### src/hw/rtl/char_lcd_nibble_writer_assert.svh
// assertion macros for the character lcd nibble writer
`ifndef CHAR_LCD_NIBBLE_WRITER_ASSERT_SVH
`define CHAR_LCD_NIBBLE_WRITER_ASSERT_SVH

// same-cycle implication, sampled on clk, quiet during reset
`define CLNW_ASSERT_IMPLIES(lbl, ante, cons) \
    lbl: assert property (@(posedge clk) disable iff (!rst_n) (ante) |-> (cons)) \
        else $error("clnw assertion failed: same-cycle implication");

// next-cycle implication, sampled on clk, quiet during reset
`define CLNW_ASSERT_NEXT(lbl, ante, cons) \
    lbl: assert property (@(posedge clk) disable iff (!rst_n) (ante) |=> (cons)) \
        else $error("clnw assertion failed: next-cycle implication");

`endif

### src/hw/rtl/clnw_pkg.sv
// shared types, codes and constants of the character lcd nibble writer
package clnw_pkg;

    // request kinds
    localparam logic [2:0] KIND_INIT      = 3'd0;
    localparam logic [2:0] KIND_COMMAND   = 3'd1;
    localparam logic [2:0] KIND_DATA      = 3'd2;
    localparam logic [2:0] KIND_ROW_START = 3'd3;
    localparam logic [2:0] KIND_ROW_CHAR  = 3'd4;
    localparam logic [2:0] KIND_ROW_END   = 3'd5;

    // configuration register indexes
    localparam logic [1:0] CFG_STARTUP = 2'd0;
    localparam logic [1:0] CFG_SETTLE  = 2'd1;
    localparam logic [1:0] CFG_COMMAND = 2'd2;

    // fixed lcd bytes and nibbles
    localparam logic [7:0] BYTE_ROW0  = 8'h80;
    localparam logic [7:0] BYTE_ROW1  = 8'hC0;
    localparam logic [7:0] BYTE_SPACE = 8'h20;
    localparam logic [3:0] NIB_WAKE   = 4'h3;
    localparam logic [3:0] NIB_4BIT   = 4'h2;

    // step numbers inside a request
    localparam logic [4:0] WAKE_STEPS     = 5'd4;
    localparam logic [4:0] INIT_LAST_STEP = 5'd11;
    localparam logic [4:0] PAD_LAST_STEP  = 5'd31;

    localparam logic [5:0] PAUSE_NONE = 6'd0;

    // one enable pulse worth of transfer
    typedef struct packed {
        logic       reg_select;
        logic [3:0] nibble;
        logic [5:0] pause_before;
        logic [5:0] pause_after;
        logic       last;
    } xfer_t;

    // setup bytes sent after the wake-up nibbles
    function automatic logic [7:0] init_byte(input logic [1:0] idx);
        logic [7:0] b;
        unique case (idx)
            2'd0: b = 8'h28;
            2'd1: b = 8'h08;
            2'd2: b = 8'h0C;
            2'd3: b = 8'h06;
            default: b = 8'h28;
        endcase
        return b;
    endfunction

endpackage

### src/hw/rtl/clnw_seq.sv
// request sequencer: steps through the transfers of one request, keeps the column count
module clnw_seq
    import clnw_pkg::*;
#(
    parameter int ROW_CHARS = 16,
    localparam int CW = $clog2(ROW_CHARS + 1)
) (
    input  logic          clk,
    input  logic          rst_n,
    input  logic          in_valid,
    output logic          in_ready,
    input  logic [2:0]    kind,
    input  logic [7:0]    value,
    input  logic          row_select,
    input  logic [5:0]    startup_pause,
    input  logic [5:0]    settle_pause,
    input  logic [5:0]    command_pause,
    input  logic          out_ready,
    output logic          out_valid,
    output xfer_t         out_xfer,
    output logic          busy,
    output logic [CW-1:0] column
);

    typedef enum logic {ST_IDLE, ST_RUN} state_t;
    typedef enum logic [1:0] {MD_INIT, MD_BYTE, MD_PAD} mode_t;

    localparam logic [CW-1:0] COL_LIMIT = CW'(ROW_CHARS);

    state_t        state_reg, state_next;
    mode_t         mode_reg, mode_next;
    logic [4:0]    step_reg, step_next;
    logic [7:0]    byte_reg, byte_next;
    logic          rs_reg, rs_next;
    logic [CW-1:0] col_reg, col_next;

    logic          take;
    logic          emit;
    logic          row_open;
    logic [CW-1:0] col_inc;
    logic          col_full;
    logic [4:0]    step_off;
    logic [7:0]    cur_byte;
    xfer_t         x;

    // shared column unit: increment and compare against the row length
    assign col_inc  = col_reg + CW'(1);
    assign col_full = (col_inc == COL_LIMIT);
    assign row_open = (col_reg < COL_LIMIT);

    assign in_ready  = (state_reg == ST_IDLE);
    assign take      = in_valid && in_ready;
    assign out_valid = (state_reg == ST_RUN);
    assign emit      = out_valid && out_ready;
    assign busy      = (state_reg == ST_RUN);
    assign column    = col_reg;

    // byte for the current step
    assign step_off = step_reg - WAKE_STEPS;
    assign cur_byte = (mode_reg == MD_INIT) ? init_byte(step_off[2:1]) : byte_reg;

    // transfer for the current step
    always_comb
    begin
        x.reg_select   = rs_reg;
        x.nibble       = step_reg[0] ? cur_byte[3:0] : cur_byte[7:4];
        x.pause_before = PAUSE_NONE;
        x.pause_after  = step_reg[0] ? command_pause : PAUSE_NONE;
        x.last         = 1'b0;
        unique case (mode_reg)
            MD_INIT:
            begin
                x.reg_select = 1'b0;
                if (step_reg < WAKE_STEPS)
                begin
                    x.nibble       = (step_reg == WAKE_STEPS - 5'd1) ? NIB_4BIT : NIB_WAKE;
                    x.pause_before = (step_reg < 5'd2) ? startup_pause : PAUSE_NONE;
                    x.pause_after  = (step_reg == 5'd0) ? PAUSE_NONE : settle_pause;
                end
                x.last = (step_reg == INIT_LAST_STEP);
            end
            MD_BYTE:
                x.last = step_reg[0];
            MD_PAD:
                x.last = step_reg[0] && (col_full || step_reg == PAD_LAST_STEP);
            default:
                x.last = 1'b1;
        endcase
    end

    assign out_xfer = x;

    // next-state logic
    always_comb
    begin
        state_next = state_reg;
        mode_next  = mode_reg;
        step_next  = step_reg;
        byte_next  = byte_reg;
        rs_next    = rs_reg;
        col_next   = col_reg;
        if (take)
        begin
            step_next = 5'd0;
            unique case (kind)
                KIND_INIT:
                begin
                    mode_next  = MD_INIT;
                    rs_next    = 1'b0;
                    state_next = ST_RUN;
                end
                KIND_COMMAND:
                begin
                    mode_next  = MD_BYTE;
                    byte_next  = value;
                    rs_next    = 1'b0;
                    state_next = ST_RUN;
                end
                KIND_DATA:
                begin
                    mode_next  = MD_BYTE;
                    byte_next  = value;
                    rs_next    = 1'b1;
                    state_next = ST_RUN;
                end
                KIND_ROW_START:
                begin
                    mode_next  = MD_BYTE;
                    byte_next  = row_select ? BYTE_ROW1 : BYTE_ROW0;
                    rs_next    = 1'b0;
                    col_next   = '0;
                    state_next = ST_RUN;
                end
                KIND_ROW_CHAR:
                begin
                    if (row_open)
                    begin
                        rs_next    = 1'b1;
                        state_next = ST_RUN;
                        if (value != 8'd0)
                        begin
                            mode_next = MD_BYTE;
                            byte_next = value;
                            col_next  = col_inc;
                        end
                        else
                        begin
                            // zero character closes the row
                            mode_next = MD_PAD;
                            byte_next = BYTE_SPACE;
                        end
                    end
                end
                KIND_ROW_END:
                begin
                    if (row_open)
                    begin
                        mode_next  = MD_PAD;
                        byte_next  = BYTE_SPACE;
                        rs_next    = 1'b1;
                        state_next = ST_RUN;
                    end
                end
                default:
                begin
                    state_next = ST_IDLE;
                end
            endcase
        end
        else if (emit)
        begin
            step_next = step_reg + 5'd1;
            if (mode_reg == MD_PAD && step_reg[0])
                col_next = col_inc;
            if (x.last)
                state_next = ST_IDLE;
        end
    end

    // state and registered outputs
    always_ff @(posedge clk or negedge rst_n)
    begin
        if (!rst_n)
        begin
            state_reg <= ST_IDLE;
            mode_reg  <= MD_BYTE;
            step_reg  <= 5'd0;
            byte_reg  <= 8'd0;
            rs_reg    <= 1'b0;
            col_reg   <= COL_LIMIT;
        end
        else
        begin
            state_reg <= state_next;
            mode_reg  <= mode_next;
            step_reg  <= step_next;
            byte_reg  <= byte_next;
            rs_reg    <= rs_next;
            col_reg   <= col_next;
        end
    end

endmodule

### src/hw/rtl/clnw_out.sv
// output register between the sequencer and the master-side stream
module clnw_out
    import clnw_pkg::*;
(
    input  logic  clk,
    input  logic  rst_n,
    input  logic  load_valid,
    output logic  load_ready,
    input  xfer_t load_xfer,
    output logic  m_tvalid,
    input  logic  m_tready,
    output xfer_t m_xfer
);

    logic  valid_reg, valid_next;
    xfer_t xfer_reg, xfer_next;

    assign load_ready = !valid_reg || m_tready;

    // hold the beat until taken, refill in the same cycle
    always_comb
    begin
        valid_next = valid_reg;
        xfer_next  = xfer_reg;
        if (load_ready)
        begin
            valid_next = load_valid;
            if (load_valid)
                xfer_next = load_xfer;
        end
    end

    always_ff @(posedge clk or negedge rst_n)
    begin
        if (!rst_n)
            valid_reg <= 1'b0;
        else
            valid_reg <= valid_next;
    end

    always_ff @(posedge clk)
    begin
        xfer_reg <= xfer_next;
    end

    assign m_tvalid = valid_reg;
    assign m_xfer   = xfer_reg;

endmodule

### src/hw/rtl/char_lcd_nibble_writer.sv
// top level of the character lcd nibble writer: register port, sequencer, output register
//
// Turns requests (init, command, data, row start, row char, row end) into the 4-bit
// enable-pulse transfers of a character LCD, one output beat per transfer, with tlast
// on the final transfer of each request. Once a request is accepted, the sequencer
// hands on one transfer per cycle while the master side keeps up. The transfer count
// of a request is 12 for init, 2 for command,
// data, row start and a written character, up to 32 for row padding (16 spaces at
// most per request), 0 for an ignored request. The next request is accepted in the
// cycle after the last transfer enters the output register. Pause registers sit on
// an APB port at byte addresses 0, 4 and 8 and should be written only while idle.
module char_lcd_nibble_writer
    import clnw_pkg::*;
#(
    parameter int ROW_CHARS = 16
) (
    input  logic        clk,
    input  logic        rst_n,
    // slave-side request stream
    input  logic        s_tvalid,
    output logic        s_tready,
    input  logic [15:0] s_tdata,   // [7:0] value, [8] row_select, [15:9] zero
    input  logic [2:0]  s_tuser,   // [2:0] kind
    // master-side transfer stream
    output logic        m_tvalid,
    input  logic        m_tready,
    output logic [15:0] m_tdata,   // [3:0] nibble, [9:4] pause_before, [15:10] pause_after
    output logic        m_tuser,   // [0] reg_select
    output logic        m_tlast,
    // register port
    input  logic        psel,
    input  logic        penable,
    input  logic        pwrite,
    input  logic [3:0]  paddr,
    input  logic [31:0] pwdata,
    output logic [31:0] prdata,
    output logic        pready
);

    localparam int CW = $clog2(ROW_CHARS + 1);

    logic [5:0]    startup_reg, settle_reg, command_reg;
    logic          cfg_write;
    logic          seq_valid, seq_ready;
    xfer_t         seq_xfer, out_xfer;
    logic          seq_busy;
    logic [CW-1:0] column;

    // pause registers
    assign pready    = 1'b1;
    assign cfg_write = psel && penable && pwrite && pready;

    always_ff @(posedge clk or negedge rst_n)
    begin
        if (!rst_n)
        begin
            startup_reg <= 6'd12;
            settle_reg  <= 6'd1;
            command_reg <= 6'd2;
        end
        else if (cfg_write)
        begin
            unique case (paddr[3:2])
                CFG_STARTUP: startup_reg <= pwdata[5:0];
                CFG_SETTLE:  settle_reg  <= pwdata[5:0];
                CFG_COMMAND: command_reg <= pwdata[5:0];
                default:     startup_reg <= startup_reg;
            endcase
        end
    end

    // register read back
    always_comb
    begin
        unique case (paddr[3:2])
            CFG_STARTUP: prdata = {26'd0, startup_reg};
            CFG_SETTLE:  prdata = {26'd0, settle_reg};
            CFG_COMMAND: prdata = {26'd0, command_reg};
            default:     prdata = 32'd0;
        endcase
    end

    // request sequencer
    clnw_seq #(
        .ROW_CHARS(ROW_CHARS)
    ) u_seq (
        .clk          (clk),
        .rst_n        (rst_n),
        .in_valid     (s_tvalid),
        .in_ready     (s_tready),
        .kind         (s_tuser),
        .value        (s_tdata[7:0]),
        .row_select   (s_tdata[8]),
        .startup_pause(startup_reg),
        .settle_pause (settle_reg),
        .command_pause(command_reg),
        .out_ready    (seq_ready),
        .out_valid    (seq_valid),
        .out_xfer     (seq_xfer),
        .busy         (seq_busy),
        .column       (column)
    );

    // output register
    clnw_out u_out (
        .clk       (clk),
        .rst_n     (rst_n),
        .load_valid(seq_valid),
        .load_ready(seq_ready),
        .load_xfer (seq_xfer),
        .m_tvalid  (m_tvalid),
        .m_tready  (m_tready),
        .m_xfer    (out_xfer)
    );

    assign m_tdata = {out_xfer.pause_after, out_xfer.pause_before, out_xfer.nibble};
    assign m_tuser = out_xfer.reg_select;
    assign m_tlast = out_xfer.last;

    // checks
    `include "char_lcd_nibble_writer_assert.svh"

    `CLNW_ASSERT_IMPLIES(a_column_in_range, 1'b1, column <= CW'(ROW_CHARS))
    `CLNW_ASSERT_NEXT(a_last_frees_seq, seq_valid && seq_ready && seq_xfer.last, !seq_busy)
    `CLNW_ASSERT_IMPLIES(a_stall_only_on_full, seq_busy && !seq_ready, m_tvalid && !m_tready)

endmodule

### config.mk
export PLATFORM = sky130hd
export DESIGN_NAME = char_lcd_nibble_writer
export DESIGN_NICKNAME = d
export VERILOG_FILES = /design/src/hw/rtl/clnw_pkg.sv /design/src/hw/rtl/clnw_seq.sv /design/src/hw/rtl/clnw_out.sv /design/src/hw/rtl/char_lcd_nibble_writer.sv
export VERILOG_INCLUDE_DIRS = /design/src /design/src/hw/rtl
export SDC_FILE = /design/constraint.sdc
export NUM_CORES = 1
export LEC_CHECK = 0
export ABC_CLOCK_PERIOD_IN_PS = 3800
export BUFFER_PORTS_ARGS = -buffer_cell sky130_fd_sc_hd__buf_2
export CAP_MARGIN = 20
export CORE_MARGIN = 2
export CORE_UTILIZATION = 54
export DETAILED_ROUTE_END_ITERATION = 7
export PLACE_DENSITY = 0.86
export SLEW_MARGIN = 20
export SYNTH_ARGS = -nofsm -noshare
export SYNTH_HDL_FRONTEND = slang
export SYNTH_SLANG_ARGS = --single-unit
### constraint.sdc
create_clock -name clk -period 3.8 [get_ports clk]
set_input_delay 0.76 -clock clk [delete_from_list [all_inputs] [get_ports clk]]
set_output_delay 0.76 -clock clk [all_outputs]
set_load 0.02 [all_outputs]
==> metrics.txt, run 1 <==
outcome=finished, final reports clean; Port Buffers=52; CTS max path bufs=2; Slew Limit Fails=0; max cap viols=0; antenna cells=0; R2R setup slack=1630 ps; sequential power share=43.9%; chip width=80.60 um; Async SR Flop Fraction=69.49%; CP max FO=10; GRT overflow=0; Syn Area/Cell=10.74 um2; # clock sinks=59; most frequent cells in the layout=buf_2 (52), dfrtp_1 (35), conb_1 (27), nand2_1 (22), o21ai_0 (20); drt wl/cell=15.08 um; Die Ht=80.60 um; max reg flops=18; #FFs+latches synth=59; HPWL reported at the end of detailed placement=4331 um; row count=27; drt initial violations=234; P&R area growth vs syn=12.60%; final setup vio count=0; R2R Path Start=u_seq.step_reg[0]; Synth Area in Compound Gates=13.47%; hold depth=1; First-pass DRT Iterations=4; warnings from Yosys=0; EDFF count, synth=18; drt drc=0; initial antenna violation count=0; drt via density=5.571; clk_skew=7.001 ps; Adder-Cell Fraction of Synth Area=1.975%; leakage power=1.623 nW; sequential area share after synthesis=49.68%; H-tree depth=3; Clk Latency, worst-skew pair=330 ps; Critical Path End Type=output port; TritonCTS clock tree=done; All-Layer GR Usage=20.85%; hold_sp=u_seq.byte_reg[7]; vias in the first global route=2,160; Hold Fails Final Rpt=0; Post-Synthesis Cells=295; Starting Density=56.84%; Mapped Area=3168 um2; layout cells sized above 1=29.43%; routed vias=2,351; CTS root buffer=clkbuf_8; Fill cells=426; full die area=6496 um2; Comb pwr share=33.8%; setup_tns=0 ps; Reg clk slew, reported paths=70 ps; RSZ-0062 raised after global routing=no; f_max=0.3909 GHz; gp weighted congestion=0.8220; area occupied by multi-input gates=1408 um2; period utilization=67.31%; Reg area=1574 um2; Post-CTS Setup Bufs=0; synth unique cells=57; hold path endpoint=u_seq.byte_reg[7]; post-CTS resize count=0; P_int=1.593 mW; core area=5574 um2; worst reg2reg path depth=6; CP Launch Type=primary input; Power Density=722.1 nW/um2; Peak VDD IR=365.9 uV; Worst slew margin=34.89%; # IOs=115; largest family of logic cells by synthesized area=simple AND/OR/NAND/NOR gates; WL final=6363 um; reg2reg end=u_out.m_xfer[0]; most common cell after layout, fill and taps aside=buf_2; worst-margin pin slew=969.2 ps; placed inst area=3366 um2; sw power=983.1 uW; Finished Core Util=64.00%; worst path required time=3040 ps; Num CTS Buffers=9; CP arrival=1800 ps; global-route wire length before repair=10,080 um; Nets=412; HP Class=reg2reg; min cycle time layout=2558 ps; WS Path Type=in2out; post-synthesis mux area share=9.281%; Post-Synth Simple-Gate Area=15.68%; # hold bufs at CTS=0; Switching Share=38.16%; Post-Synth XOR/XNOR Area=0.8294%; pin count of the biggest net entering global routing=42; ys flop type=dfrtp_1; power share of the clock group=22.3%; post-route cell area=3567 um2; Final ANT Viol Nets=0
==> per-stage QoR <==
step           hold slack [ps]  power, mW  instances  setup WS [ps]
4_1_cts                  501.4      2.574        422           1256
2_1_floorplan            450.5      1.757        320           1285
3_5_place_dp             474.8      1.994        406           1269
3_3_place_gp             466.7      1.955        406           1273
5_1_grt                  520.9      2.728        422           1159
6_report                 499.3      2.576        422           1242
==> power by group through the flow <==
stage / Clock (mW) / Sequential [mW] / Combinational, mW
2_1_floorplan: 0 / 1.18 / 0.581
3_3_place_gp: 0 / 1.12 / 0.836
3_5_place_dp: 0 / 1.13 / 0.860
4_1_cts: 0.578 / 1.13 / 0.870
5_1_grt: 0.607 / 1.16 / 0.964
6_report: 0.574 / 1.13 / 0.871
==> synthesized netlist by cell type (3+ instances only) <==
master	instances	area, um2
o22ai_1	3	18.77
buf_4	27	202.7
dfstp_2	6	157.7
a211oi_1	3	22.52
o21ai_0	20	100.1
dfrtp_1	35	875.8
mux2_2	19	214.0
mux2i_1	8	80.08
ha_1	5	62.56
nand4_1	4	25.02
nor2_1	9	33.78
a21o_1	4	30.03
inv_1	9	33.78
a22o_1	5	43.79
o31ai_1	4	30.03
a21oi_1	7	35.03
clkbuf_1	9	33.78
and3_1	3	18.77
edfxtp_1	18	540.5
nand3_1	13	65.06
nand2b_1	11	68.82
nand2_1	22	82.58
and2_1	8	50.05
==> how the worst max path moves through the flow <==
stage,start,end,cells past startpoint
final,paddr[2],prdata[1],5
after global routing,paddr[2],prdata[1],5
after CTS,paddr[2],prdata[4],5
after detailed placement,paddr[2],prdata[4],5
after global placement,paddr[2],prdata[4],5
after floorplan,paddr[2],prdata[0],3
==> cells by family (layout without fill, tap and decap cells) <==
kind of cell             count (synthesis)  in the layout
AO/OA/AOI/OAI                           62             62
AND/OR/NAND/NOR                         90             90
multiplexers                            27             27
adder cells (fa/ha/maj)                  5              5
buffers and inverters                   47             77
XOR/XNOR                                 3              3
flip-flops                              59             59
other                                    2             27
==> metal layers <==
metal / global-route usage, % / share of wire, % / up-vias / wire, um
met2: 31.92 / 47 / 123 / 2960
li1: - / - / 1113 / -
met4: 11.19 / 2.2 / 0 / 138
met3: 4.382 / 7.4 / 14 / 470
met5: 0 / 0 / - / 0
met1: 27.76 / 44 / 1101 / 2795
==> critical path, stage by stage <==
cell and delay, ps:
buf_2 200, nor2b_1 420, nand2_1 90, o21ai_0 110
buf_2 210
==> area by class of cell <==
| class | count | area share, % |
|---|---|---|
| Tap cell | 72 | 2.525 |
| Sequential cell | 59 | 44.12 |
| Multi-Input combinational cell | 214 | 39.46 |
| Clock inverter | 7 | 2.175 |
| Inverter | 9 | 0.9470 |
| Timing Repair Buffer | 52 | 7.296 |
| Clock buffer | 9 | 3.472 |
Note: power is estimated with default switching activity, not from simulation.
==> run 2, diff against run 1 <==
--- a/config.mk
+++ b/config.mk
@@ -6,13 +6,13 @@
 export SDC_FILE = /design/constraint.sdc
 export NUM_CORES = 1
 export LEC_CHECK = 0
-export ABC_CLOCK_PERIOD_IN_PS = 3800
+export ABC_CLOCK_PERIOD_IN_PS = 2570
 export BUFFER_PORTS_ARGS = -buffer_cell sky130_fd_sc_hd__buf_2
 export CAP_MARGIN = 20
 export CORE_MARGIN = 2
-export CORE_UTILIZATION = 54
+export CORE_UTILIZATION = 50
 export DETAILED_ROUTE_END_ITERATION = 7
-export PLACE_DENSITY = 0.86
+export PLACE_DENSITY = 0.81
 export SLEW_MARGIN = 20
 export SYNTH_ARGS = -nofsm -noshare
 export SYNTH_HDL_FRONTEND = slang
==> constraint.sdc (replaced) <==
create_clock -name clk -period 2.57 [get_ports clk]
set_input_delay 0.514 -clock clk [delete_from_list [all_inputs] [get_ports clk]]
set_output_delay 0.514 -clock clk [all_outputs]
set_load 0.02 [all_outputs]
==> metrics.txt, run 2 (synthesized netlist as in run 1, its figures left out) <==
outcome=finished, final reports clean; drt wl/cell=14.53 um; max reg flops=18; worst-margin pin slew=920.8 ps; CP bufs+invs=0; max cap viols=0; Die Ht=83.60 um; most common cell after layout, fill and taps aside=buf_2; CP top delay family=simple AND/OR/NAND/NOR gates; Critical Path End Type=register; Fill cells=534; leakage power=1.631 nW; Hold Fails Final Rpt=0; drt via density=5.468; antenna cells=0; # clock sinks=59; # hold bufs at CTS=0; Power Density=1034 nW/um2; Reg clk slew, reported paths=70 ps; layout cells sized above 1=30.14%; Nets=417; TritonCTS clock tree=done; final setup vio count=0; # IOs=115; Port Buffers=52; Final ANT Viol Nets=0; CTS root buffer=clkbuf_8; All-Layer GR Usage=18.59%; HP Class=in2async; full die area=6989 um2; H-tree depth=3; routed vias=2,362; Slowest-stage cell, CP=nor3_1; P&R area growth vs syn=12.99%; Finished Core Util=57.36%; CP max stage delay=480 ps; RSZ-0062 raised after global routing=no; R2R setup slack=520 ps; Slew Limit Fails=0; CP arrival=2270 ps; CP Cell Sequence=nor3_1 > nand2_1 > nor2_1 > and2_1; most frequent cells in the layout=buf_2 (52), dfrtp_1 (35), conb_1 (27), nand2_1 (22), o21ai_0 (20); final non-filler cell total=432; vias in the first global route=2,222; worst path required time=2780 ps; period utilization=79.91%; post-CTS resize count=0; GRT overflow=0; worst reg2reg path depth=4; Post-CTS Setup Bufs=0; f_max=0.4869 GHz; CP Launch Type=register; Starting Density=50.76%; row count=29; Stages on worst setup path=4; initial antenna violation count=0; gp weighted congestion=0.8403; drt initial violations=140; Peak VDD IR=645.2 uV; global-route wire length before repair=10,290 um; WL final=6277 um; setup_tns=0 ps; Clk Latency, worst-skew pair=340 ps; pin count of the biggest net entering global routing=42; HPWL reported at the end of detailed placement=4380 um; min cycle time layout=2054 ps; drt drc=0; WS Path Type=reg2reg; chip width=83.60 um; clk_skew=10.30 ps; Num CTS Buffers=9; core area=6241 um2; DP Cell Count=416; First-pass DRT Iterations=4; Worst slew margin=38.62%; reg2reg end=u_out.m_xfer[9]; CP max FO=17; R2R Path Start=u_seq.step_reg[2]; CTS max path bufs=2
==> run 2: changes by cell type in the layout (fill, tap and decap cells not counted) <==
cell | before | now
buf_4 | 0 | 5
bufinv_16 | 1 | 0
clkbuf_1 | 0 | 1
clkinv_2 | 1 | 2
clkinv_4 | 3 | 2
clkinvlp_4 | 1 | 2
inv_6 | 1 | 0
==> run 2: per-layer routing <==
layer | GRT usage (%) | share of wire [%] | wire length [um] | up-vias
li1 | - | - | - | 1126
met1 | 22.64 | 44 | 2745 | 1142
met2 | 31.13 | 49 | 3049 | 84
met3 | 3.858 | 6.0 | 378 | 10
met4 | 9.677 | 1.7 | 105 | 0
met5 | 0 | 0 | 0 | -
==> run 2: worst max-delay path by stage <==
stage / to / start
4_1_cts: prdata[1] / paddr[3]
5_1_grt: u_out.m_xfer[9] / u_seq.step_reg[2]
6_report: u_out.m_xfer[9] / u_seq.step_reg[2]
3_5_place_dp: u_seq.column[2] / s_tuser[2]
2_1_floorplan: prdata[0] / paddr[2]
3_3_place_gp: u_seq.column[2] / s_tuser[2]
==> run 2: stage by stage <==
stage / setup WS, ps / hold WS (ps) / total power, mW / instance area (um2)
finish: 516.3 / 315.2 / 3.700 / 3580
CTS: 538.2 / 341.2 / 3.704 / 3580
floorplan: 546.5 / 218.4 / 2.597 / 3262
detailed placement: 368.6 / 480.8 / 2.978 / 3410
global route: 270.1 / 379.8 / 3.934 / 3580
global placement: 401.6 / 469.6 / 2.921 / 3410
==> run 2: final cells by class <==
type / count / area, um2 / area share [%]
clock buffer: 10 / 127.6 / 3.565
inverter: 9 / 33.78 / 0.9437
clock inverter: 6 / 42.54 / 1.188
multi-input combinational: 214 / 1408 / 39.32
timing repair buffer: 57 / 297.8 / 8.319
tap: 77 / 96.34 / 2.691
sequential: 59 / 1574 / 43.97
==> run 2: worst register-to-register path: cells and delay by family (launching register included) <==
kind	cells	cell delay, ps
and+or+nand+nor	4	1500
DFF	1	450
==> run 2: power by group <==
| group | switching, mW | internal, mW | total, mW |
|---|---|---|---|
| clock | 0.377 | 0.349 | 0.726 |
| combinational | 0.812 | 0.532 | 1.34 |
| sequential | 0.240 | 1.39 | 1.63 |
| total | 1.43 | 2.27 | 3.70 |
